File: src/design/fct_pkg.sv
// Shared types and codes for the future completion table.
`timescale 1ns / 1ps

package fct_pkg;

  localparam int IN_W  = 152;
  localparam int OUT_W = 136;

  localparam logic [2:0] CMD_CREATE  = 3'd0;
  localparam logic [2:0] CMD_AWAIT   = 3'd1;
  localparam logic [2:0] CMD_FULFILL = 3'd2;
  localparam logic [2:0] CMD_REJECT  = 3'd3;
  localparam logic [2:0] CMD_HALT    = 3'd4;

  localparam logic [1:0] ST_DONE    = 2'd0;
  localparam logic [1:0] ST_INVALID = 2'd1;
  localparam logic [1:0] ST_FULL    = 2'd2;
  localparam logic [1:0] ST_BLOCKED = 2'd3;

  localparam logic [1:0] FS_PENDING  = 2'd0;
  localparam logic [1:0] FS_RESOLVED = 2'd1;
  localparam logic [1:0] FS_REJECTED = 2'd2;

  localparam logic [1:0] OP_PASS   = 2'd0;
  localparam logic [1:0] OP_CREATE = 2'd1;
  localparam logic [1:0] OP_AWAIT  = 2'd2;
  localparam logic [1:0] OP_SETTLE = 2'd3;

  typedef struct packed {
    logic [1:0]  op;
    logic [15:0] idx;
    logic [63:0] value;
    logic [63:0] caller;
    logic [1:0]  status;
    logic [1:0]  settle_state;
    logic        halt;
  } work_t;

  typedef struct packed {
    logic [1:0]  state;
    logic [63:0] result;
    logic        waiter_present;
    logic [63:0] waiter_id;
  } entry_t;

  typedef struct packed {
    logic [1:0]  status;
    logic [63:0] data;
    logic [1:0]  entry_outcome;
    logic        wake_valid;
    logic [31:0] wake_scheduler_id;
    logic [31:0] wake_local_pid;
    logic        halt;
  } result_t;

endpackage

File: src/design/fct_queue.sv
// Two-entry queue between the front and back ends.
`timescale 1ns / 1ps

module fct_queue import fct_pkg::*; (
  input  logic  clk,
  input  logic  rst,
  input  logic  push,
  input  work_t push_data,
  output logic  full,
  input  logic  pop,
  output work_t pop_data,
  output logic  empty
);

  work_t      slots [2];
  logic       wr_ptr;
  logic       rd_ptr;
  logic [1:0] count;

  assign full     = (count == 2'd2);
  assign empty    = (count == 2'd0);
  assign pop_data = slots[rd_ptr];

  always_ff @(posedge clk) begin
    if (push) slots[wr_ptr] <= push_data;
  end

  always_ff @(posedge clk) begin
    if (rst) begin
      wr_ptr <= 1'b0;
      rd_ptr <= 1'b0;
      count  <= 2'd0;
    end else begin
      if (push) wr_ptr <= !wr_ptr;
      if (pop) rd_ptr <= !rd_ptr;
      count <= count + 2'(push) - 2'(pop);
    end
  end

endmodule

File: config.mk
export PLATFORM = sky130hd
export DESIGN_NAME = fct_queue
export DESIGN_NICKNAME = d
export VERILOG_FILES = /design/src/design/fct_pkg.sv /design/src/design/fct_queue.sv
export SDC_FILE = /design/constraint.sdc
export NUM_CORES = 1
export LEC_CHECK = 0
export CORE_MARGIN = 2
export CORE_UTILIZATION = 44
export CTS_BUF_LIST = sky130_fd_sc_hd__clkbuf_8
export DETAILED_ROUTE_END_ITERATION = 8
export DONT_BUFFER_PORTS = 1
export PLACE_DENSITY = 0.56
export SYNTH_ARGS = -nofsm -noshare
export SYNTH_HDL_FRONTEND = slang
export SYNTH_SLANG_ARGS = --single-unit
File: constraint.sdc
create_clock -name clk -period 23 [get_ports clk]
set_input_delay 5.75 -clock clk [delete_from_list [all_inputs] [get_ports clk]]
set_output_delay 5.75 -clock clk [all_outputs]
set_load 0.01 [all_outputs]
==> metrics.txt <==
status finished clean; Mapped Nets roughly 650; First-pass DRT Iterations 4; most common cell after layout, fill and taps aside edfxtp_1; remaining global-route overflow 0; Worst Setup End Kind primary output; maximum VDD drop ~57 uV; endpoints failing setup 0; post-cts repair resize count 0; Seq/Total Area, Yosys 0.7989; Initial DRC Count 264; Reg clk slew, reported paths 0.06 ns; RSZ-0062 raised after global routing false; TritonCTS clock tree yes; critical path's slowest cell buf_4; Ys Warns 0; latest clock arrival within the worst-skew pair 0.55 ns; Req. time, crit path 17.25 ns; pin slew with the least headroom to its limit 1.148 ns; cts hold-fix bufs 0; Routed WL per cell 21.70 um; vias in the first global route 4818; root buffer cell clkbuf_8; most frequent cells in the layout edfxtp_1, mux2_4, mux2_2; number of placed I/O pins 308; worst path cell trace buf_4, mux2_2; area delta synth->final 10.35%; Period minus WS final 8.322 ns; largest net degree at the start of global routing 85; Tot Pwr 1.170 mW; Synth top area share 0.7901; antenna cell count 0; Slew headroom 0.2345; Final HPWL DP 12860 um; final wirelength between 15000 and 20000 um; clk_skew 0.01344 ns; num rows 59; synth top area cells edfxtp_1, mux2_4, mux2_2, buf_6, dfxtp_1; final worst slack 14.68 ns; CP max stage delay 0.80 ns; PD cells 92.36 mW/mm2; register bit total from synthesis 307; Startpoint Class flip-flop; Post-CTS Setup Bufs 0; die width between 150 and 200 um; number of distinct library cells after synthesis 13; H-tree depth 2; maximum clock insertion buffer count 3; Hold Fails Final Rpt 0; Die Y 165.5 um; crit-path max FO 60; Crit Path Class reg2out; Min Hold Slack between 0.5 and 0.6 ns; Max Fclk 0.1202 GHz; final net count just under 700; clock share of power 0.343; Post-Synthesis Cell Area 0.01148 mm2; Final ANT Viol Nets 0; Remaining DRCs 0; vias per cell between 4 and 5; initial core utilization 0.4442; antenna violations before repair 0; leading area contributor after synthesis edfxtp_1; Final Cycle Share 0.3618; dpl ws 14.83 ns; share of layout cells above drive strength 1 0.3852; Hold WC Path Type reg2reg; Static Leakage 4.384 nW; combinational power share 0.088; Seq pwr share 0.569; routed vias 4504; maxcap violations 0; Final Max Slew Viols 0; die area 0.02739 mm2; GP Congestion 0.7065; cts bufs inserted 48; sw frac 0.2206; first-pass GRT wire length 27410 um; setup tns final 0 ns; Synth Instances 491; PortBufs 0; internal power around 0.91 mW; # clock sinks just over 300; Avg Inst Size Synth 23.38 um2; GRT Total Usage 0.1344; Core ar. 0.02584 mm2; P_sw 0.2581 mW; Worst Path Arrival 2.57 ns
-- state kept, by name, indices dropped and copies added, names as in the netlist, named ones only --
| signal | count |
|---|---|
| count | 2 |
| rd_ptr | 1 |
| slots | 302 |
| wr_ptr | 1 |
-- power by group through the flow --
stage	combinational (mW)	clock, mW	sequential (mW)
after floorplan	0.0920	0	0.678
after global placement	0.105	0	0.675
after detailed placement	0.106	0	0.677
after CTS	0.106	0.417	0.666
after global routing	0.112	0.443	0.668
final	0.103	0.401	0.665
-- worst paths after layout --
check	endpoint	start	cells after the start	slack (ns)
worst max-delay path	pop_data[26]	flip-flop	2	14.68
worst min-delay path	flip-flop	rd_ptr	2	0.51
worst max register to register	slots[1][93]	wr_ptr	3	20.18
worst min register to register	flip-flop	rd_ptr	2	0.51
-- cell usage after synthesis --
master / instances
ha_1: 2
mux2_4: 90
edfxtp_1: 302
inv_1: 2
nor2b_1: 3
buf_2: 6
xnor3_1: 1
mux2_2: 61
xnor2_1: 2
and2_1: 1
nor2_1: 5
dfxtp_1: 5
buf_6: 11
-- through the flow --
| step | area (um2) | utilization | instances |
|---|---|---|---|
| 2_1_floorplan | 11480 | - | 491 |
| 5_1_grt | 12660 | 0.4902 | 901 |
| 4_1_cts | 12660 | 0.4902 | 901 |
| 3_5_place_dp | 11800 | 0.4568 | 815 |
| 3_3_place_gp | 11800 | 0.4568 | 815 |
| 6_report | 12660 | 0.4902 | 901 |
-- routing by layer --
metal,GRT usage,share of wire,up-vias
met5,0,0,-
met4,0.05212,0.027,0
met3,0.09590,0.17,42
met2,0.2220,0.49,245
met1,0.1295,0.32,2187
li1,-,-,2030
-- critical path, delay by kind of cell (launching register included) --
family | cells | cell delay [ns]
DFF | 1 | 0.68
buffers and inverters | 1 | 0.80
muxes | 1 | 0.46
-- area by class of cell --
type,count,area (um2)
tap,335,419.2
sequential,307,9173
clock buffer,50,688.2
clock inverter,36,175.2
multi-input combinational,165,2157
fill,2121,13170
timing repair buffer,6,45.04
inverter,2,7.507
-- kinds of logic after synthesis --
kind of cell  after synthesis  synth area share
xor+xnor                    3          0.003489
fa+ha+maj                   2          0.002180
buf+inv                    19           0.01406
flops                     307            0.7989
mux                       151            0.1776
simple gates                9          0.003816
(Power assumes the default switching activity.)
