===== src/design/fct_pkg.sv =====
// Shared types and codes for the future completion table.
`timescale 1ns / 1ps

package fct_pkg;

  localparam int IN_W  = 152;
  localparam int OUT_W = 136;

  localparam logic [2:0] CMD_CREATE  = 3'd0;
  localparam logic [2:0] CMD_AWAIT   = 3'd1;
  localparam logic [2:0] CMD_FULFILL = 3'd2;
  localparam logic [2:0] CMD_REJECT  = 3'd3;
  localparam logic [2:0] CMD_HALT    = 3'd4;

  localparam logic [1:0] ST_DONE    = 2'd0;
  localparam logic [1:0] ST_INVALID = 2'd1;
  localparam logic [1:0] ST_FULL    = 2'd2;
  localparam logic [1:0] ST_BLOCKED = 2'd3;

  localparam logic [1:0] FS_PENDING  = 2'd0;
  localparam logic [1:0] FS_RESOLVED = 2'd1;
  localparam logic [1:0] FS_REJECTED = 2'd2;

  localparam logic [1:0] OP_PASS   = 2'd0;
  localparam logic [1:0] OP_CREATE = 2'd1;
  localparam logic [1:0] OP_AWAIT  = 2'd2;
  localparam logic [1:0] OP_SETTLE = 2'd3;

  typedef struct packed {
    logic [1:0]  op;
    logic [15:0] idx;
    logic [63:0] value;
    logic [63:0] caller;
    logic [1:0]  status;
    logic [1:0]  settle_state;
    logic        halt;
  } work_t;

  typedef struct packed {
    logic [1:0]  state;
    logic [63:0] result;
    logic        waiter_present;
    logic [63:0] waiter_id;
  } entry_t;

  typedef struct packed {
    logic [1:0]  status;
    logic [63:0] data;
    logic [1:0]  entry_outcome;
    logic        wake_valid;
    logic [31:0] wake_scheduler_id;
    logic [31:0] wake_local_pid;
    logic        halt;
  } result_t;

endpackage


===== src/design/fct_front.sv =====
// Front end: accepts commands, checks handles and allocates entries.
`timescale 1ns / 1ps

module fct_front import fct_pkg::*; #(
  parameter int TABLE_DEPTH = 256
) (
  input  logic              clk,
  input  logic              rst,
  input  logic              in_valid,
  output logic              in_ready,
  input  logic [IN_W-1:0]   in_data,
  input  logic              q_full,
  output logic              push,
  output work_t             push_data
);

  localparam int CNT_W = $clog2(TABLE_DEPTH + 1);

  logic [CNT_W-1:0] entries_used;
  logic [CNT_W-1:0] entries_used_next;
  logic [2:0]       command;
  logic [15:0]      handle;
  logic             handle_ok;
  logic             table_full;

  assign command    = in_data[2:0];
  assign handle     = in_data[18:3];
  assign handle_ok  = 32'(handle) < 32'(entries_used);
  assign table_full = 32'(entries_used) >= 32'(TABLE_DEPTH);
  assign in_ready   = !q_full;
  assign push       = in_valid && in_ready;

  always_comb begin
    push_data              = '0;
    push_data.idx          = handle;
    push_data.value        = in_data[82:19];
    push_data.caller       = {in_data[114:83], in_data[146:115]};
    push_data.op           = OP_PASS;
    push_data.status       = ST_DONE;
    push_data.settle_state = (command == CMD_REJECT) ? FS_REJECTED : FS_RESOLVED;
    push_data.halt         = (command == CMD_HALT);
    entries_used_next      = entries_used;
    case (command)
      CMD_CREATE: begin
        if (table_full) begin
          push_data.status = ST_FULL;
        end else begin
          push_data.op      = OP_CREATE;
          push_data.idx     = 16'(entries_used);
          entries_used_next = entries_used + CNT_W'(1);
        end
      end
      CMD_AWAIT: begin
        if (handle_ok) push_data.op = OP_AWAIT;
        else push_data.status = ST_INVALID;
      end
      CMD_FULFILL, CMD_REJECT, CMD_HALT: begin
        if (handle_ok) push_data.op = OP_SETTLE;
        else push_data.status = ST_INVALID;
      end
      default: begin
        push_data.op = OP_PASS;
      end
    endcase
  end

  always_ff @(posedge clk) begin
    if (rst) begin
      entries_used <= '0;
    end else if (push) begin
      entries_used <= entries_used_next;
    end
  end

endmodule


===== config.mk =====
export PLATFORM = sky130hd
export DESIGN_NAME = fct_front
export DESIGN_NICKNAME = d
export VERILOG_FILES = /design/src/design/fct_pkg.sv /design/src/design/fct_front.sv
export SDC_FILE = /design/constraint.sdc
export NUM_CORES = 1
export LEC_CHECK = 0
export BUFFER_PORTS_ARGS = -buffer_cell sky130_fd_sc_hd__buf_2
export CAP_MARGIN = 20
export CORE_AREA = 2 2 119 121
export DETAILED_ROUTE_END_ITERATION = 12
export DIE_AREA = 0 0 121 123
export PLACE_DENSITY = 0.5
export RECOVER_POWER = 100
export SLEW_MARGIN = 0
export SYNTH_ARGS = -nofsm -noshare
export SYNTH_HDL_FRONTEND = slang
export SYNTH_SLANG_ARGS = --single-unit

===== constraint.sdc =====
create_clock -name clk -period 2.8 [get_ports clk]
set_input_delay 0.56 -clock clk [delete_from_list [all_inputs] [get_ports clk]]
set_output_delay 0.56 -clock clk [all_outputs]
set_load 0.005 [all_outputs]

==> metrics, run 1 <==
RSZ-0062 raised after global routing=false; Seq/Total Area, Yosys=9.49%; fin crit share=94.1%; maxcap violations=0; Post-synth EDFFs=0; Post-Route Utilization=10.5%; Rel. slew slack=74.2%; crit path max fanout=3; Netlist cell types=32; wire per inst=13.9 um; Hold Crit Class=flop to flop; Post-Synthesis Cells=241; area fraction of the dominant cell type after synthesis=51.0%; Seq cells post-synth=9; CP required=2.24 ns; R2R cell count=5; Max Clock Skew=0.000135 ns; worst vdd rail ir drop=129 uV; synth top area cells=buf_4 51%, dfxtp_1 9.5%, ha_1 7.2%; Area Overhead vs Synth=-24.6%; die outline height=123 um; RR Startpoint=entries_used[8]; r2r endpoint=entries_used[6]; number of global-route vias before repair=1136; first-pass GRT wire length=6550 um; Yosys top cell by area=buf_4; Regs by FF count=entries_used (9); clk sinks=9; DRT iter0 DRCs=22; Synthesized Nets=408; H-tree lvl count=1; routed wire length=4750 um; root buf cell=clkbuf_16; Setup crit end kind=output port; final hold vios=0; Tmin final=2.63 ns; Total Power=472 uW; Num CTS Buffers=3; Post-Syn Area=1900 sq um; FMAX=380 MHz; initial antenna violation count=0; layout cell share with drive strength beyond 1=31.7%; Fillers=1590; drt first pass iters=3; mean post-synth cell area=7.88 sq um; Longest Clk Path Bufs=2; I/O pin total=309; vias per std cell=3.35; Worst R2R Setup Slack=0.95 ns; most flop-heavy register=entries_used; Pleak=0.582 nW; ant diodes=0; DP HPWL=4130 um; top-count cell post-synth=buf_4; Port Buffer Count=47; DRC errors left=0; PwrDens=330 nW/um^2; die area=14900 sq um; Setup crit start kind=primary input; largest net degree at the start of global routing=20; Worst-Margin Slew=0.386 ns; max FFs per register=9; # Post-CTS Setup Buffers=0; Placer Congestion=0.640; CTS tree=yes; DR vias=1142; floorplan row count=43; most common library cells after synthesis=129 x buf_4, 13 x nor2_1, 12 x inv_1, 12 x mux2_2, 11 x ha_1; Nets=329; Core Area=13600 sq um; hold path start=entries_used[7]; status=finished clean; Clock Pin Slew Worst Setup and Hold Paths=0.04 ns; Hold Slack=0.515 ns; Top FF cell, synth=dfxtp_1; overflow left after global routing=0; critical setup path kind=primary input to output port; Worst Hold End=entries_used[8]; setup TNS=0 ns; yosys warns=0; Initial Util=14.0%; ANT nets after route=0; Crit path arrival time=2.07 ns; area of the multi-input gates=673 sq um; die width=121 um; GRT Total Usage=6.09%; # setup viols final=0; sequential cell area=181 sq um; max-slew violations=0; Hold Path Depth=2; asr flop ratio synth=0%; clk_lat worst skew=0.23 ns
## layout make-up
type / instances / share of cell area, %
clock buffers: 4 / 5.50
inverters: 12 / 3.14
multi-input cells: 87 / 47.0
flip-flops and latches: 9 / 12.7
well taps: 180 / 15.7
repair buffers: 49 / 16.0
## worst max-delay path, stage by stage
cell      delay, ns
buf_2          0.13
ha_1           0.22
or4_1          0.52
nor3_2         0.21
o211ai_1       0.13
and3_1         0.19
buf_2          0.12
## cells by family after synthesis
family / count (synthesis) / synth area share, %
xor+xnor: 4 / 1.84
simple gates: 46 / 13.9
compound gates: 12 / 4.74
mux: 14 / 8.43
buf+inv: 145 / 54.3
fa+ha+maj: 11 / 7.25
flops: 9 / 9.49
## cell usage in the layout (no fill, tap or decap), types with 2 or more instances in the layout
cell type / n
buf_2: 29
clkbuf_1: 18
nor2_1: 13
inv_1: 12
mux2_2: 12
ha_1: 11
nor2b_1: 8
dfxtp_1: 8
and3_1: 5
xnor2_1: 4
nand3_1: 4
a21o_1: 3
nand2_1: 3
and2_0: 3
clkbuf_16: 3
a31oi_1: 2
or4_1: 2
buf_4: 2
## stage by stage
step / setup WS [ns] / cell area [sq um] / cells
after detailed placement: 0.0770 / 1390 / 337
after global placement: 0.122 / 1390 / 337
after global routing: 0.0196 / 1430 / 341
after floorplan: 0.488 / 1900 / 241
final: 0.166 / 1430 / 341
after CTS: 0.0737 / 1470 / 341
## timing repair
item / 4_1_cts / 5_1_grt
resized for setup: 1 / 2
setup endpoints to repair: 1 / 2
hold buffers: 0 / 0
## power breakdown
part | switching (mW) | total [mW] | internal (mW)
registers | 0.000583 | 0.130 | 0.129
logic | 0.0488 | 0.0945 | 0.0457
clock network | 0.0581 | 0.248 | 0.190
total | 0.107 | 0.472 | 0.365
## per-layer routing
| layer | up-vias | share of wire (%) | routed length (um) | track usage [%] |
|---|---|---|---|---|
| li1 | 486 | - | - | - |
| met1 | 520 | 31 | 1490 | 5.02 |
| met2 | 83 | 47 | 2220 | 10.3 |
| met3 | 53 | 14 | 650 | 3.32 |
| met4 | 0 | 8.1 | 386 | 5.89 |
| met5 | - | 0 | 0 | 0 |
## worst max path at each step
stage / slack (ns) / cells after the start / start / end
floorplan: 0.49 / 5 / in_data[11] / push_data[150]
global placement: 0.12 / 7 / in_data[11] / push_data[150]
detailed placement: 0.08 / 7 / in_data[11] / push_data[150]
CTS: 0.07 / 7 / in_data[11] / push_data[150]
global route: 0.02 / 7 / entries_used[5] / push_data[3]
finish: 0.17 / 7 / in_data[11] / push_data[3]
(Power assumes the default switching activity.)
==> inputs of run 2 (changes only) <==
--- a/config.mk
+++ b/config.mk
@@ -11,7 +11,6 @@
 export DETAILED_ROUTE_END_ITERATION = 12
 export DIE_AREA = 0 0 121 123
 export PLACE_DENSITY = 0.5
-export RECOVER_POWER = 100
 export SLEW_MARGIN = 0
 export SYNTH_ARGS = -nofsm -noshare
 export SYNTH_HDL_FRONTEND = slang
==> metrics, run 2 (synthesis gave the netlist of run 1 again) <==
Num CTS Buffers=3 (unchanged); initial antenna violation count=0 (unchanged); CTS tree=yes; Tmin final=2.62 ns (-0.00928 ns); Initial Util=14.0% (unchanged); drt first pass iters=4 (+1); die outline height=123 um (unchanged); DRT iter0 DRCs=17 (-23%); fin crit share=93.7% (-0.33 points); DRC errors left=0 (unchanged); Worst-Margin Slew=0.396 ns (+0.00964 ns); vias per std cell=3.34 (-0.35%); first-pass GRT wire length=6550 um (unchanged); Rel. slew slack=73.5% (-0.65 points); hold path start=entries_used[7]; Crit path arrival time=2.06 ns (about the same); Pleak=0.639 nW (+9.8%); largest net degree at the start of global routing=20 (unchanged); I/O pin total=309 (unchanged); die area=14900 sq um (unchanged); ant diodes=0 (unchanged); most frequent cells in the layout=47 x buf_2, 13 x nor2_1, 12 x inv_1, 12 x mux2_2, 11 x ha_1; RSZ-0062 raised after global routing=false; routed wire length=4730 um (-0.46%); CP required=2.24 ns (about the same); Core Area=13600 sq um (unchanged); number of global-route vias before repair=1136 (unchanged); Setup crit end kind=output port; die width=121 um (unchanged); hold-fix buffers at CTS=0 (unchanged); H-tree lvl count=1 (unchanged); PwrDens=324 nW/um^2 (-1.7%); root buf cell=clkbuf_16; RR Startpoint=entries_used[8]; overflow left after global routing=0 (unchanged); FMAX=381 MHz (+0.35%); Hold Slack=0.512 ns (-0.00246 ns); commonest non-fill, non-tap cell in the layout=buf_2; Layout Cells excl Fill=341 (unchanged); Hold Crit Class=flop to flop; dpl cells=337 (unchanged); setup TNS=0 ns (unchanged); crit path max fanout=3 (unchanged); Setup crit start kind=primary input; DP HPWL=4130 um (unchanged); status=finished clean; clk sinks=9 (unchanged); ANT nets after route=0 (unchanged); Max Clock Skew=0.000164 ns (+0.0000294 ns); Clock Pin Slew Worst Setup and Hold Paths=0.04 ns (about the same); Area Overhead vs Synth=-22.5%; Nets=329 (unchanged); maxcap violations=0 (unchanged); critical setup path kind=primary input to output port; clk_lat worst skew=0.23 ns (about the same); GRT Total Usage=6.09% (unchanged); layout cell share with drive strength beyond 1=43.5% (+12 points); wire per inst=13.9 um (-0.46%); Fillers=1577 (-0.82%); floorplan row count=43 (unchanged); most flop-heavy register=entries_used; DR vias=1138 (-0.35%); Port Buffer Count=47 (unchanged); worst vdd rail ir drop=129 uV (-0.31%); crit path from=in_data[11]; Total Power=477 uW (+1.0%); final hold vios=0 (unchanged); Longest Clk Path Bufs=2 (unchanged); max FFs per register=9 (unchanged); Regs by FF count=entries_used (9); # Post-CTS Setup Buffers=0 (unchanged); Placer Congestion=0.640 (unchanged); max-slew violations=0 (unchanged); # setup viols final=0 (unchanged)
[run 2: path summary, 6_finish.rpt]
path / slack (ns) / depth (start not counted) / to
worst max register to register: 1.00 / 5 / entries_used[6]
worst min register to register: 0.51 / 2 / entries_used[8]
worst min-delay path: 0.51 / 2 / entries_used[8]
worst max-delay path: 0.18 / 7 / push_data[3]
[run 2: cell type report]
cell class              count  area, sq um  area share (%)
well taps                 180          225            15.3
repair buffers             49          250            17.0
flip-flops and latches      9          181            12.3
clock buffers               4         78.8            5.35
inverters                  12         45.0            3.06
multi-input cells          87          692            47.0
[run 2: per-stage QoR]
step	util, %	instance area, sq um	worst slack, ns
final	10.8	1470	0.176
after global routing	10.8	1470	0.00508
after CTS	10.8	1470	0.0737
after detailed placement	10.2	1390	0.0770
after global placement	10.2	1390	0.122
after floorplan	-	1900	0.488
[run 2: layer usage]
metal	up-vias	routed length (um)	GRT usage, %
met4	0	388	5.89
met5	-	0	0
met1	512	1480	5.02
met3	53	640	3.32
met2	86	2210	10.3
li1	487	-	-
[run 2: repair_timing]
action | CTS | global route
endpoints found under the hold margin | 0 | 0
gates resized for setup | 1 | 2
endpoints found under the setup margin | 1 | 2
[run 2: critical path: stages]
cell,delay [ns]
buf_2,0.13
ha_1,0.22
or4_1,0.52
nor3_2,0.21
o211ai_1,0.13
and3_1,0.19
buf_2,0.12
[run 2: where the power goes]
part	internal (mW)	switching, mW
clock network	0.190	0.0577
logic	0.0501	0.0495
registers	0.129	0.000585
total	0.369	0.108
